**src/sv/r2fc_pkg.sv**
```systemverilog
// shared types and constants for the radix-2 combine stage
package r2fc_pkg;

   // fixed field widths
   localparam int WORD_W      = 32;
   localparam int PART_W      = 16;
   localparam int POSITION_W  = 13;
   localparam int HALF_W      = 13;
   localparam int STEP_W      = 3;
   localparam int FUNC_W      = 2;
   localparam int CSR_INDEX_W = 2;
   localparam int CSR_DATA_W  = 13;

   // width of address arithmetic before wrapping (k * step peaks at 57337)
   localparam int ADDR_CALC_W = 16;

   // register reset values
   localparam logic [HALF_W-1:0] HALF_RESET = 13'd4096;
   localparam logic [STEP_W-1:0] STEP_RESET = 3'd1;

   // register indexes
   localparam logic [CSR_INDEX_W-1:0] CSR_HALF_LENGTH  = 2'd0;
   localparam logic [CSR_INDEX_W-1:0] CSR_TWIDDLE_STEP = 2'd1;

   // item functions
   typedef enum logic [FUNC_W-1:0] {
      FUNC_TWIDDLE_WRITE = 2'd0,
      FUNC_DATA_WRITE    = 2'd1,
      FUNC_BUTTERFLY     = 2'd2
   } func_type;

   // control travelling alongside each pipeline stage
   typedef struct packed {
      logic     valid;
      func_type func;
   } stage_ctl_type;

endpackage

```
**src/sv/r2fc_addr_mod.sv**
```systemverilog
// two-stage address wrap: x modulo a constant depth by reciprocal multiply
module r2fc_addr_mod #(
   parameter int DEPTH = 8192,
   parameter int AW    = (DEPTH > 1) ? $clog2(DEPTH) : 1
) (
   input  logic                           clock,
   input  logic                           en,
   input  logic [r2fc_pkg::ADDR_CALC_W-1:0] x,
   output logic [AW-1:0]                  addr
);
   import r2fc_pkg::*;

   // floor(2^31 / depth): quotient estimate is exact or one short
   localparam logic [31:0] RECIP = 32'((64'd1 << 31) / DEPTH);
   localparam int          RW    = ADDR_CALC_W + 18;
   localparam logic [RW-1:0] DEPTH_W = RW'(DEPTH);

   logic [ADDR_CALC_W+31:0] prod;
   logic [ADDR_CALC_W-1:0]  q_in, q_ff;
   logic [ADDR_CALC_W-1:0]  x_ff;
   logic [RW-1:0]           rem_raw;
   logic [RW-1:0]           rem_fix;
   logic [AW-1:0]           addr_in, addr_ff;

   // quotient estimate
   assign prod = (ADDR_CALC_W + 32)'(x) * (ADDR_CALC_W + 32)'(RECIP);
   assign q_in = prod[ADDR_CALC_W+30:31];

   // remainder with one correction step
   always_comb begin
      rem_raw = RW'(x_ff) - RW'(q_ff) * DEPTH_W;
      rem_fix = (rem_raw >= DEPTH_W) ? rem_raw - DEPTH_W : rem_raw;
      addr_in = AW'(rem_fix);
   end

   always_ff @(posedge clock) begin
      if (en) begin
         q_ff    <= q_in;
         x_ff    <= x;
         addr_ff <= addr_in;
      end
   end

   assign addr = addr_ff;

endmodule

```
**config.mk**
```make
export PLATFORM = sky130hd
export DESIGN_NAME = r2fc_addr_mod
export DESIGN_NICKNAME = d
export VERILOG_FILES = /design/src/sv/r2fc_pkg.sv /design/src/sv/r2fc_addr_mod.sv
export SDC_FILE = /design/constraint.sdc
export NUM_CORES = 1
export LEC_CHECK = 0
export BUFFER_PORTS_ARGS = -buffer_cell sky130_fd_sc_hd__buf_2
export CAP_MARGIN = 20
export CORE_MARGIN = 2
export CORE_UTILIZATION = 35
export DETAILED_ROUTE_END_ITERATION = 10
export PLACE_DENSITY = 0.74
export SLEW_MARGIN = 5
export SYNTH_ARGS = -nofsm -noshare
export SYNTH_HDL_FRONTEND = slang
export SYNTH_SLANG_ARGS = --single-unit
```
**constraint.sdc**
```tcl
create_clock -name clock -period 0.8 [get_ports clock]
set_input_delay 0.12 -clock clock [delete_from_list [all_inputs] [get_ports clock]]
set_output_delay 0.12 -clock clock [all_outputs]
set_load 0.02 [all_outputs]
```
==> impl_metrics.yaml <==
routing:
  drc: 0
  ant_nets: 0
  avgRoutedWirePerCell_um: 11.5
  vias_per_cell: 3.98
  wirelength_um: 1140
  first_pass_iters: 4
  drt_iter0_markers: 9
  vias: 394
global_routing:
  grt_max_degree: 27
  grt_first_pass_wirelength_um: 1740
  antenna_found_initial: 0
  grt-ovfl-total: 0
  grt_usage: 0.0973
  grt_pass1_vias: 375
status:
  outcome: "finished, violations left"
  violations: "negative setup slack"
floorplan:
  start_util: 0.360
  fp.dieW_um: 51.2
  dieArea_sq_um: 2620
  fp.dieH_um: 51.2
  core_sq_um: 2170
  core.rowCount: 17
  ioPinCount: 31
placed_design:
  io_buffers: 27
  place.gp.congestion: 0.592
  dp.cells: 82
layout:
  post_route_cells_drive_above_1_share: 0.437
  multiInputGateArea_sq_um: 0
  area_delta_synth_final_pct: 50.0
  instances_no_fill: 99
  post-route-util: 0.540
  fin_nets: 90
  multi_input_gates: 0
  antenna_cells: 0
timing:
  rsz0062_at_grt: "yes"
  tightest_slew_ns: 0.135
  fin_crit_sh: 1.24
  finalHoldViolations: 0
  drv_slew: 0
  fmax_ghz: 1.01
  fin_ws_ns: -0.192
  skew_ns: 0.00737
  maxSlewHeadroom: 0.910
  fin_crit_ns: 0.992
  setup_viol: 13
setup_path:
  r2r_start: "x_ff[11]"
  ff2ff_setup_slack_ns: 0.13
  reg2reg_depth: 0
  worst-setup-path-type: "reg -> out"
  critical-path-top-delay-family: "flip-flops"
  cp_num_cells: 1
  end_kind: "primary output"
  max_stage_delay_ns: 0.40
  path_cells: "buf_2"
  required_ns: 0.68
  cp.arrival_ns: 0.87
  startpoint: "addr[8]"
  worst-path-buf-inv: 1
  start_kind: "flip-flop"
  cp_max_fo: 1
  cp_slowest_cell: "edfxtp_1"
  r2r-end: "addr[11]"
logic_synthesis:
  synth.most_common_cell: "edfxtp_1"
  ys_async_sr_fraction: 0
  yosysTopAreaCellShare: 1.00
  netlist_area_sq_um: 781
  ys_seq_area_frac: 1.00
  synth_area_leaders: "edfxtp_1 100%"
  yosys_register_bits: 26
  synth_edf_count: 26
  yosysTopAreaCell: "edfxtp_1"
  yosys-top-cells-count: "26 x edfxtp_1"
  synth.avg_cell_area_sq_um: 30.0
  netlist_instances: 26
  yosysWarnings: 0
  syn_nets: 44
  yosys.cell_types.count: 1
  synth_flop_cell: "edfxtp_1"
clock_tree:
  clkLatencyLatePin_ns: 0.30
  htreeDepth: 1
  clock_tree.root_cell: "clkbuf_4"
  clkTransAtPathRegs_ns: 0.13
  cts.sinks: 26
  cts_tree: "done"
  numCtsBuffers: 3
  cts.path.max_buffers: 2
power_and_ir_drop:
  p_leak_nw: 0.455
  irDropWorstVdd_mv: 1.20
  power_density_nw_per_um2: 2050
min_path:
  min_from: "en"
  hold_depth: 2
  whs_endpoint: "addr[7]"
  hold_class: "in -> reg"
flow_run:
  cap_violations: 0
==> worst max path at each step <==
stage               to
2_1_floorplan  addr[0]
3_3_place_gp   x_ff[8]
3_5_place_dp   addr[5]
4_1_cts        addr[8]
5_1_grt        addr[8]
6_report       addr[8]
==> power breakdown <==
group	internal, mW	leakage (nW)	switching, mW	total (mW)
logic	0.129	0.185	0.110	0.239
registers	1.61	0.254	0.0319	1.65
clock network	0.182	0.0154	0.339	0.520
==> metal layers <==
metal,share of wire,track usage,vias to the layer above
li1,-,-,196
met1,0.44,0.128,183
met2,0.50,0.147,13
met3,0.040,0.0175,2
met4,0.020,0.0658,0
met5,0,0,-
==> what timing repair did <==
item	4_1_cts	5_1_grt
hold buffers	13	0
resized for setup	0	14
cloned	0	0
endpoints found under the setup margin	13	13
endpoints found under the hold margin	13	0
setup buffers	0	0
==> cells in the final DEF, fill, tap and decap left out <==
master	instances
buf_12	1
buf_2	20
buf_6	7
clkbuf_4	3
clkinv_1	1
dlygate4sd3_1	13
edfxtp_1	26
==> per-stage QoR <==
step	total power [mW]	area, sq um	hold WS [ns]	worst slack [ns]	setup TNS [ns]
3_5_place_dp	1.84	971	0.298	0.0894	0
4_1_cts	2.40	1130	0.230	-0.210	-2.31
6_report	2.40	1170	0.239	-0.192	-2.13
5_1_grt	2.52	1170	0.233	-0.238	-2.80
3_3_place_gp	1.82	971	0.299	0.101	0
2_1_floorplan	1.72	781	0.219	0.211	0
==> kinds of logic after synthesis <==
group	share of synthesized area
flops	1.00
==> state kept, by name (all words and copies together), names as in the netlist <==
signal	count
addr	13
x_ff	13
==> cell type report <==
type,count,area (sq um)
Sequential cell,26,781
Clock inverter,1,3.75
Clock buffer,3,22.5
Timing Repair Buffer,41,329
Tap cell,28,35.0
Fill cell,182,998
Power figures use the tool's default switching activity.
