**src/sv/r2fc_pkg.sv**
```systemverilog
// shared types and constants for the radix-2 combine stage
package r2fc_pkg;

   // fixed field widths
   localparam int WORD_W      = 32;
   localparam int PART_W      = 16;
   localparam int POSITION_W  = 13;
   localparam int HALF_W      = 13;
   localparam int STEP_W      = 3;
   localparam int FUNC_W      = 2;
   localparam int CSR_INDEX_W = 2;
   localparam int CSR_DATA_W  = 13;

   // width of address arithmetic before wrapping (k * step peaks at 57337)
   localparam int ADDR_CALC_W = 16;

   // register reset values
   localparam logic [HALF_W-1:0] HALF_RESET = 13'd4096;
   localparam logic [STEP_W-1:0] STEP_RESET = 3'd1;

   // register indexes
   localparam logic [CSR_INDEX_W-1:0] CSR_HALF_LENGTH  = 2'd0;
   localparam logic [CSR_INDEX_W-1:0] CSR_TWIDDLE_STEP = 2'd1;

   // item functions
   typedef enum logic [FUNC_W-1:0] {
      FUNC_TWIDDLE_WRITE = 2'd0,
      FUNC_DATA_WRITE    = 2'd1,
      FUNC_BUTTERFLY     = 2'd2
   } func_type;

   // control travelling alongside each pipeline stage
   typedef struct packed {
      logic     valid;
      func_type func;
   } stage_ctl_type;

endpackage

```
**src/sv/r2fc_bfly.sv**
```systemverilog
// two-stage q15 butterfly: twiddle product, then halved sum and difference
module r2fc_bfly (
   input  logic                       clock,
   input  logic                       reset,
   input  logic                       en,
   input  r2fc_pkg::stage_ctl_type    ctl,
   input  logic [r2fc_pkg::WORD_W-1:0] twiddle,
   input  logic [r2fc_pkg::WORD_W-1:0] even,
   input  logic [r2fc_pkg::WORD_W-1:0] odd,
   output logic                       out_valid,
   output logic [r2fc_pkg::WORD_W-1:0] sum_word,
   output logic [r2fc_pkg::WORD_W-1:0] difference_word
);
   import r2fc_pkg::*;

   logic signed [PART_W-1:0]   tw_re, tw_im, od_re, od_im;
   logic signed [2*PART_W-1:0] rr_in, ii_in, ri_in, ir_in;
   logic signed [2*PART_W-1:0] rr_ff, ii_ff, ri_ff, ir_ff;
   logic [WORD_W-1:0]          even_a_ff, even_b_ff;
   logic                       valid_a_ff, valid_b_ff;
   logic [2*PART_W-1:0]        re_sum, im_sum;
   logic [PART_W-1:0]          t_re_in, t_im_in, t_re_ff, t_im_ff;
   logic [PART_W-1:0]          neg_re, neg_im;
   logic [PART_W:0]            s_re, s_im, d_re, d_im;

   // partial products of twiddle times odd operand
   always_comb begin
      tw_re = signed'(twiddle[WORD_W-1:PART_W]);
      tw_im = signed'(twiddle[PART_W-1:0]);
      od_re = signed'(odd[WORD_W-1:PART_W]);
      od_im = signed'(odd[PART_W-1:0]);
      rr_in = tw_re * od_re;
      ii_in = tw_im * od_im;
      ri_in = tw_re * od_im;
      ir_in = tw_im * od_re;
   end

   // wrapping part sums, scaled back to q15
   always_comb begin
      re_sum  = rr_ff - ii_ff;
      im_sum  = ri_ff + ir_ff;
      t_re_in = re_sum[2*PART_W-2:PART_W-1];
      t_im_in = im_sum[2*PART_W-2:PART_W-1];
   end

   // pipeline registers
   always_ff @(posedge clock) begin
      if (reset) begin
         valid_a_ff <= 1'b0;
         valid_b_ff <= 1'b0;
      end else if (en) begin
         valid_a_ff <= ctl.valid && (ctl.func == FUNC_BUTTERFLY);
         valid_b_ff <= valid_a_ff;
      end
   end

   always_ff @(posedge clock) begin
      if (en) begin
         rr_ff     <= rr_in;
         ii_ff     <= ii_in;
         ri_ff     <= ri_in;
         ir_ff     <= ir_in;
         even_a_ff <= even;
         even_b_ff <= even_a_ff;
         t_re_ff   <= t_re_in;
         t_im_ff   <= t_im_in;
      end
   end

   // halved sum and difference, negation wraps in 16 bits
   always_comb begin
      neg_re = PART_W'(0) - t_re_ff;
      neg_im = PART_W'(0) - t_im_ff;
      s_re = {even_b_ff[WORD_W-1], even_b_ff[WORD_W-1:PART_W]} + {t_re_ff[PART_W-1], t_re_ff};
      s_im = {even_b_ff[PART_W-1], even_b_ff[PART_W-1:0]} + {t_im_ff[PART_W-1], t_im_ff};
      d_re = {even_b_ff[WORD_W-1], even_b_ff[WORD_W-1:PART_W]} + {neg_re[PART_W-1], neg_re};
      d_im = {even_b_ff[PART_W-1], even_b_ff[PART_W-1:0]} + {neg_im[PART_W-1], neg_im};
   end

   assign out_valid       = valid_b_ff;
   assign sum_word        = {s_re[PART_W:1], s_im[PART_W:1]};
   assign difference_word = {d_re[PART_W:1], d_im[PART_W:1]};

endmodule

```
**config.mk**
```make
export PLATFORM = sky130hd
export DESIGN_NAME = r2fc_bfly
export DESIGN_NICKNAME = d
export VERILOG_FILES = /design/src/sv/r2fc_pkg.sv /design/src/sv/r2fc_bfly.sv
export SDC_FILE = /design/constraint.sdc
export NUM_CORES = 2
export LEC_CHECK = 0
export BUFFER_PORTS_ARGS = -buffer_cell sky130_fd_sc_hd__buf_2
export CORE_ASPECT_RATIO = 1.25
export CORE_MARGIN = 2
export CORE_UTILIZATION = 40
export CTS_CLUSTER_DIAMETER = 150
export DETAILED_ROUTE_END_ITERATION = 7
export PLACE_DENSITY_LB_ADDON = 0.08
export SLEW_MARGIN = 40
export SYNTH_ARGS = -nofsm -noshare
export SYNTH_HDL_FRONTEND = slang
export SYNTH_SLANG_ARGS = --single-unit
export TNS_END_PERCENT = 1
```
**constraint.sdc**
```tcl
create_clock -name clock -period 17.45 [get_ports clock]
set_clock_uncertainty 0.2 [all_clocks]
set_input_delay 1.745 -clock clock [delete_from_list [all_inputs] [get_ports clock]]
set_output_delay 1.745 -clock clock [all_outputs]
set_load 0.03 [all_outputs]
```
==> impl_metrics.py <==
metrics = {
    "clock_network": {
        "numCtsBuffers": 28,
        "clk_path_buf_depth": 3,
        "cts_tree": "done",
        "cts.htree.levels": 1,
        "ctsHoldBuffers": 0,
        "cts.reportedPaths.clkPinSlew_ps": 60,
        "clk_root_buffer_cell": "clkbuf_16",
        "cts_sinks": 222,
        "post_cts_buffers": 0,
        "cts_resized": 0,
        "clkLatencyLatePin_ps": 610,
    },
    "floorplan": {
        "initial_core_util_pct": 40.43,
        "fp.dieW_um": 322.2,
        "fp.dieH_um": 401.7,
        "fp.dieArea_um2": 129400,
        "core_area_um2": 125200,
        "ioPinCount": 167,
        "rows": 145,
    },
    "sta": {
        "finalHoldViolCount": 0,
        "max_freq_ghz": 0.1219,
        "slew_violations": 0,
        "grt_setup_unrepaired": "false",
        "min_period_ps": 8201,
        "min_period_over_period_pct": 47.00,
        "maxSlewHeadroom_pct": 41.40,
        "finalSetupViolCount": 0,
        "tightest_slew_ps": 879.0,
        "fin_setup_tns_ps": 0,
    },
    "synth": {
        "yosysTopAreaCellShare_pct": 40.66,
        "ys_seq_elements": 222,
        "synth_area_leaders": "fa_1 41%, edfxtp_1 13%, ha_1 11%, inv_1 8.9%, and2_1 6.0%",
        "synth_area_leader_cell": "fa_1",
        "syn_avg_cell_area_um2": 9.580,
        "synthesis.area_um2": 50610,
        "synth_edf_count": 220,
        "post_synth_num_cell_types": 80,
        "synth-main-ff-cell": "edfxtp_1",
        "netlist_instances": 5283,
        "synthArstFlopShare_pct": 0,
        "mappedNetlistNets": 6853,
        "yosys_warnings": 0,
        "ys_seq_area_share_pct": 13.13,
    },
    "critical_path": {
        "r2r_end": "t_re_ff[15]",
        "critPathLaunchType": "input pin",
        "crit_path_end_kind": "register",
        "cp_slowest_cell": "fa_1",
        "critPathMaxStageDelay_ps": 780,
        "ff2ff_path_depth": 11,
        "critPathTopFamily": "adder cells",
        "critPathArrivalTime_ps": 8350,
        "crit_chain": "buf_2 -> and2_1 -> fa_1 -> inv_1 -> fa_1 -> inv_1 -> fa_1 -> fa_1 -> fa_1 -> inv_1 -> fa_1 -> inv_1 -> ha_1 -> and3_1 -> nand2_1 -> o31ai_1 -> a2111oi_2 -> o21bai_1 -> a21oi_1 -> xnor2_1",
        "r2r_start": "ii_ff[2]",
        "regToRegSetupSlack_ps": 13890,
        "required_ps": 17600,
        "crit_type": "in2reg",
        "worst_path_most_repeated_cell": "fa_1",
        "cp_max_fo": 32,
        "path_buf_inv": 5,
    },
    "global_route": {
        "grt_pass1_wl_um": 203500,
        "grtUsageTotal_pct": 19.93,
        "grt-ovfl-total": 0,
        "grt_pass1_vias": 36860,
        "antenna_found_initial": 6,
        "grt_max_degree": 69,
    },
    "drt": {
        "vias": 34730,
        "ant_nets": 0,
        "drt-pass1-iter-count": 5,
        "drt-initial-drc-count": 1788,
        "finalWirelength_um": 123000,
        "wl_per_cell_um": 17.67,
        "via_per_inst": 4.990,
        "drc": 0,
    },
    "job": {
        "drv_cap": 0,
    },
    "hold_path": {
        "hold-path-endpoint": "even_b_ff[31]",
        "hold_path.class": "reg2reg",
        "whs_path_depth": 0,
        "hp-start": "even_a_ff[31]",
    },
    "placed_design": {
        "hpwl_um": 95820,
        "place_congestion": 0.7872,
        "portBuffers": 166,
    },
    "cells_and_area": {
        "finalNetCount": 6890,
        "layout.cells.most_common": "inv_1",
        "layout-drive-gt1-share_pct": 5.429,
        "area_growth_pct": 6.717,
        "fill_cells": 12510,
        "mostFrequentLayoutCells": "1204 x inv_1, 1028 x fa_1, 555 x nand2_1, 483 x and2_1, 440 x ha_1",
    },
    "status": {
        "status": "completed",
    },
}
[stage by stage]
step | utilization (%) | hold WS [ps] | area, um2 | cells | setup WS (ps)
after CTS | 43.11 | 219.0 | 53970 | 6958 | 9289
after detailed placement | 42.35 | 204.5 | 53020 | 6906 | 8633
after global routing | 43.14 | 226.1 | 54010 | 6959 | 8895
after global placement | 42.35 | 201.6 | 53010 | 6906 | 8702
after floorplan | - | 200.3 | 50610 | 5283 | 9553
final | 43.14 | 215.6 | 54010 | 6960 | 9249
[area by class of cell]
| type | instances | area [um2] | area share (%) |
|---|---|---|---|
| repair buffers | 204 | 1165 | 2.157 |
| flip-flops and latches | 222 | 6646 | 12.31 |
| multi-input cells | 3660 | 38700 | 71.66 |
| inverters | 1204 | 4519 | 8.368 |
| diodes | 1 | 2.502 | 0.004633 |
| clock inverters | 19 | 207.7 | 0.3846 |
| well taps | 1617 | 2023 | 3.746 |
| clock buffers | 33 | 740.7 | 1.371 |
[cells in the mapped netlist (13+ instances only)]
cell type,number
a211oi_1,21
clkbuf_1,195
edfxtp_1,220
nand4_1,13
a21oi_1,136
nor2_1,201
o21ai_0,76
ha_1,440
fa_1,1028
a21o_1,53
nand2_1,555
inv_1,1204
nand3_1,42
xnor2_1,182
o21a_1,41
nor2b_1,30
and2_1,483
xor2_1,53
o21bai_1,15
and3_1,15
or3_1,18
nor3_1,54
nand2b_1,37
[cells by family after synthesis]
logic type | Yosys count | share of synthesized area (%)
compound gates | 469 | 6.329
xor+xnor | 235 | 4.067
fa+ha+maj | 1468 | 51.54
buf+inv | 1401 | 10.39
flops | 222 | 13.13
mux | 3 | 0.05934
simple gates | 1485 | 14.48
[worst max path at each step]
stage,startpoint,end,slack [ps],cells after the start
after floorplan,twiddle[31],rr_ff[30],9550,23
after global routing,twiddle[31],rr_ff[30],8890,21
after global placement,twiddle[7],ir_ff[29],8700,23
after detailed placement,odd[23],ir_ff[29],8630,23
final,odd[19],rr_ff[30],9250,20
after CTS,odd[23],ir_ff[29],9290,23
[state kept, by name, summed over array words and instances, names as in the netlist]
name,count
t_re_ff,16
rr_ff,31
out_valid,1
valid_a_ff,1
even_a_ff,32
ir_ff,31
t_im_ff,16
ii_ff,31
even_b_ff,32
ri_ff,31
[layer usage]
metal / wire length, um / up-vias / share of wire [%] / global-route usage (%)
met1: 58140 / 17910 / 47 / 29.36
li1: - / 16140 / - / -
met5: 12 / - / 0.0098 / 0
met4: 1958 / 2 / 1.6 / 3.435
met2: 58010 / 592 / 47 / 32.45
met3: 4876 / 83 / 4.0 / 1.595
Power is not shown: default switching activity piles up to over one toggle a cycle in this logic, so the estimate is an artifact.
